### config.mk
export PLATFORM = sky130hd
export DESIGN_NAME = gha_ctrl
export DESIGN_NICKNAME = d
export VERILOG_FILES = /design/src/sv/gha_pkg.sv /design/src/sv/gha_ctrl.sv
export SDC_FILE = /design/constraint.sdc
export NUM_CORES = 1
export LEC_CHECK = 0
export BUFFER_PORTS_ARGS = -buffer_cell sky130_fd_sc_hd__buf_2
export CORE_AREA = 2 2 39 41
export CTS_CLUSTER_DIAMETER = 30
export DETAILED_ROUTE_END_ITERATION = 7
export DIE_AREA = 0 0 41 43
export PLACE_DENSITY_LB_ADDON = 0.2
export SKIP_CTS_REPAIR_TIMING = 1
export SLEW_MARGIN = 0
export SYNTH_ARGS = -nofsm -noshare
export SYNTH_HDL_FRONTEND = slang
export SYNTH_SLANG_ARGS = --single-unit
### constraint.sdc
create_clock -name clk -period 2.2 [get_ports clk]
set_input_delay 0.33 -clock clk [delete_from_list [all_inputs] [get_ports clk]]
set_output_delay 0.33 -clock clk [all_outputs]
set_load 0.05 [all_outputs]
### src/sv/gha_pkg.sv
`default_nettype none

package gha_pkg;

  localparam int SLOT_COUNT_DEF = 1024;
  localparam int GEN_BITS_DEF   = 16;

  // fixed field widths of the request and response beats
  localparam int ACT_LEN   = 2;
  localparam int IDX_LEN   = 10;
  localparam int GEN_LEN   = 16;
  localparam int COUNT_LEN = 11;

  localparam logic [ACT_LEN-1:0] ACT_CREATE  = 2'd0;
  localparam logic [ACT_LEN-1:0] ACT_DESTROY = 2'd1;
  localparam logic [ACT_LEN-1:0] ACT_CHECK   = 2'd2;

  typedef struct packed {
    logic [ACT_LEN-1:0] action;
    logic [IDX_LEN-1:0] handle_index;
    logic [GEN_LEN-1:0] handle_generation;
  } in_t;

  typedef struct packed {
    logic [IDX_LEN-1:0]   new_index;
    logic [GEN_LEN-1:0]   new_generation;
    logic                 success;
    logic                 table_full;
    logic [COUNT_LEN-1:0] live_count;
  } out_t;

  // controller to datapath
  typedef struct packed {
    logic capture;
    logic exec;
    logic pop_rd;
    logic finish;
  } cmd_t;

  // datapath to controller
  typedef struct packed {
    logic create_pop;
  } sts_t;

endpackage

`default_nettype wire

### src/sv/gha_ctrl.sv
`default_nettype none

module gha_ctrl (
  input  wire logic        clk,
  input  wire logic        rst_n,
  input  wire logic        start,
  input  wire gha_pkg::sts_t sts,
  output gha_pkg::cmd_t    cmd,
  output logic             busy
);
  import gha_pkg::*;

  localparam logic [1:0] S_IDLE = 2'd0;
  localparam logic [1:0] S_EXEC = 2'd1;
  localparam logic [1:0] S_POP  = 2'd2;

  logic [1:0] state_r;
  logic [1:0] state_nxt;

  always_comb begin
    state_nxt = state_r;
    cmd       = '0;
    busy      = 1'b1;
    case (state_r)
      S_IDLE: begin
        // no request is taken while reset is held
        busy = !rst_n;
        if (start && rst_n) begin
          cmd.capture = 1'b1;
          state_nxt   = S_EXEC;
        end
      end
      S_EXEC: begin
        cmd.exec = 1'b1;
        // create from the free stack needs a second read for the generation
        if (sts.create_pop) begin
          cmd.pop_rd = 1'b1;
          state_nxt  = S_POP;
        end else begin
          cmd.finish = 1'b1;
          state_nxt  = S_IDLE;
        end
      end
      S_POP: begin
        cmd.finish = 1'b1;
        state_nxt  = S_IDLE;
      end
      default: begin
        state_nxt = S_IDLE;
      end
    endcase
  end

  always_ff @(posedge clk) begin
    if (!rst_n) begin
      state_r <= S_IDLE;
    end else begin
      state_r <= state_nxt;
    end
  end

endmodule

`default_nettype wire

==> summary.log <==
[worst_setup_path] slack of the worst reg-to-reg path 1060 ps
[layout] final layout net count 39
[grt] all-layer global routing usage 0.05405
[worst_setup_path] endpoint class of the critical path output pin
[sta] worst-case clock skew 1.864 ps
[clocking] clock latency of the later-clocked register in the worst-skew pair 220 ps
[grt] number of antenna violations at the first check in global routing 0
[worst_setup_path] largest incremental delay on the critical path 340 ps
[sta] worst slew margin relative to its limit 0.8340
[worst_setup_path] cell with the largest stage delay on the worst path dfxtp_1
[drt] residual antenna-violating net count after detailed routing 0
[drt] wire length after detailed routing 338 um
[worst_setup_path] type of the setup path with the least slack reg -> out
[grt] via count of the first global-routing pass 139
[sta] final hold viol count 0
[drt] Initial DRC Count 2
[power] leakage power 0.1279 nW
[floorplanning] Die W 41 um
[sta] worst hold slack 341.4 ps
[logic_synthesis] Synth Warn # 0
[clocking] TritonCTS clock tree yes
[worst_setup_path] CP Cell Sequence inv_1 -> ha_1 -> nor2b_1 -> o21a_1 -> buf_2
[logic_synthesis] gate count of the mapped netlist 19
[min_path] number of cells on the worst hold path 2
[drt] via density per instance 3.267
[power] PwrDens 714.9 nW/um^2
[sta] number of slew-limit violations in the final report 0
[logic_synthesis] asr flop ratio synth 0
[drt] DR WL/cell 7.511 um
[layout] number of flip-flops under the largest register name 2
[power] Max IR drop VDD 0.0002045 V
[layout] layout cell share with drive strength beyond 1 0.3793
[layout] register containing the most flip-flops in the final layout state_r
[drt] total vias in the final route 147
[logic_synthesis] Mapped Nets 27
[logic_synthesis] most area-consuming cells after synthesis ha_1, dfxtp_1, nor2b_1, mux2i_1, buf_4
[place] final weighted congestion in routability-driven placement 0.5061
[logic_synthesis] count of flip-flops with a built-in enable after synthesis 0
[layout] Top Registers state_r: 2 flops
[sta] Tmin final 1668 ps
[floorplanning] core region area 1384 um^2
[floorplanning] DIE AREA 1763 um^2
[power] total power consumption of the routed design 0.1717 mW
[logic_synthesis] Post-Syn Area per Cell 8.693 um^2
[place] I/O Buffers 8
[logic_synthesis] cell types with the highest counts after synthesis ha_1, dfxtp_1, inv_1, nor2_1, nor2b_1
[sta] setup total negative slack 0 ps
[grt] total gr overflow 0
[clocking] clock sink count 2
[worst_setup_path] capture instance of the worst register-to-register path state_r[1]$_SDFFE_PN0P_
[grt] wire length of the first global-routing pass 552 um
[layout] number of inserted diodes 0
[floorplanning] number of ports placed on the die boundary 9
[logic_synthesis] post-synthesis sequential element count 2
[worst_setup_path] cell count of the worst reg-to-reg path 5
[sta] final worst path period share 0.7581
[clocking] CTS clock-pin slew for the worst setup and hold paths 30 ps
[clocking] Max Buffers Root-to-Sink 2
[outcome] result of the run complete, no violations
[logic_synthesis] number of different library cells in the post-synthesis netlist 12
[grt] maximum number of pins on one net before global-route repair 5
[sta] Setup violations, final 0
[floorplanning] Die Ht 43 um
[sta] highest clock frequency the design can meet 599.5 MHz
[logic_synthesis] dominant register cell in the synthesized netlist dfxtp_1
[worst_setup_path] data required time at the worst endpoint 1870 ps
[clocking] root cell of the clock tree clkbuf_4
[sta] actual transition at the worst max-transition pin 250.8 ps
[logic_synthesis] cell area after synthesis 165.2 um^2
[min_path] type of the worst min-delay path in -> reg
[logic_synthesis] library cell with the highest instance count after synthesis ha_1
[logic_synthesis] Yosys top cell by area ha_1
[layout] area growth from synthesis to layout 45.45%
[drt] 1st-pass router iterations 2
[min_path] launch point of the worst hold path rst_n
[floorplanning] row count 14
[drt] remaining design rule violation count 0
[worst_setup_path] element type at the critical path start flop
[sta] unrepaired setup endpoints after global routing false
[clocking] number of buffers inserted during clock tree synthesis 3
[flow_run] max_cap viols 0
[worst_setup_path] arrival time of the worst setup path 1340 ps
[logic_synthesis] proportion of netlist area held by the largest area contributor 0.3030
[worst_setup_path] startpoint of the lowest-slack register-to-register path state_r[0]$_SDFFE_PN0P_
[logic_synthesis] post-synthesis sequential area ratio 0.2424
[worst_setup_path] CP max FO 3
[clocking] Max H-tree Level 1
[min_path] end point of the worst hold path state_r[1]$_SDFFE_PN0P_
[floorplanning] Initial Utilization 0.1193
[layout] Fillers 165
-- layer usage --
layer	GRT usage	wire length [um]	vias up
li1	-	-	80
met1	0.06051	188	58
met2	0.05313	106	9
met3	0.04712	43	0
met4	0.06000	0	0
met5	0	0	-
-- layout make-up --
cell class,instances,area [um^2],share of cell area
flip-flops and latches,2,40.04,0.1667
multi-input cells,14,110.1,0.4583
well taps,16,20.02,0.08333
inverters,2,7.507,0.03125
clock buffers,3,22.52,0.09375
repair buffers,8,40.04,0.1667
-- kinds of logic after synthesis --
group / share of synthesized area
buf+inv: 0.09094
simple gates: 0.2576
flops: 0.2424
compound gates: 0.04547
mux: 0.06061
fa+ha+maj: 0.3030
-- per-stage QoR --
stage            util  setup WS [ps]  area [um^2]  std cells
2_1_floorplan       -          418.4        165.2         19
3_3_place_gp   0.1573          805.0        217.7         42
3_5_place_dp   0.1573          769.8        217.7         42
4_1_cts        0.1736          518.2        240.2         45
5_1_grt        0.1736          445.5        240.2         45
6_report       0.1736          532.1        240.2         45
-- cell usage in the layout, fill, tap and decap left out, drive strengths merged --
| master | count |
|---|---|
| nor2 | 2 |
| clkbuf | 3 |
| o21a | 1 |
| nand2b | 1 |
| buf | 8 |
| nor2b | 2 |
| dfxtp | 2 |
| ha | 4 |
| and3 | 1 |
| mux2i | 1 |
| and2 | 1 |
| inv | 2 |
| nand2 | 1 |
-- report_power, final --
group | total, mW | switching [mW] | internal [mW] | leakage, nW
clock network | 0.0803 | 0.0201 | 0.0601 | 0.0138
logic | 0.0500 | 0.0353 | 0.0147 | 0.0977
registers | 0.0415 | 0.00250 | 0.0390 | 0.0164
total | 0.172 | 0.0580 | 0.114 | 0.128
-- worst max-delay path by stage --
stage	startpoint	to	slack, ps	depth (start not counted)
detailed placement	state_r[1]$_SDFFE_PN0P_	cmd[0]	770	5
global route	state_r[0]$_SDFFE_PN0P_	cmd[0]	450	4
CTS	state_r[0]$_SDFFE_PN0P_	cmd[0]	520	4
global placement	state_r[1]$_SDFFE_PN0P_	cmd[0]	810	5
floorplan	state_r[1]$_SDFFE_PN0P_	cmd[0]	420	4
finish	state_r[1]$_SDFFE_PN0P_	cmd[0]	530	5
-- worst max-delay path: cells and delay by family (launching register included) --
| kind | cells | cell delay (ps) |
|---|---|---|
| AO/OA/AOI/OAI | 1 | 160 |
| AND/OR/NAND/NOR | 1 | 130 |
| adder cells (fa/ha/maj) | 1 | 190 |
| buffers and inverters | 2 | 290 |
| flip-flops | 1 | 340 |
No activity file was read; power rests on OpenSTA's default activity.
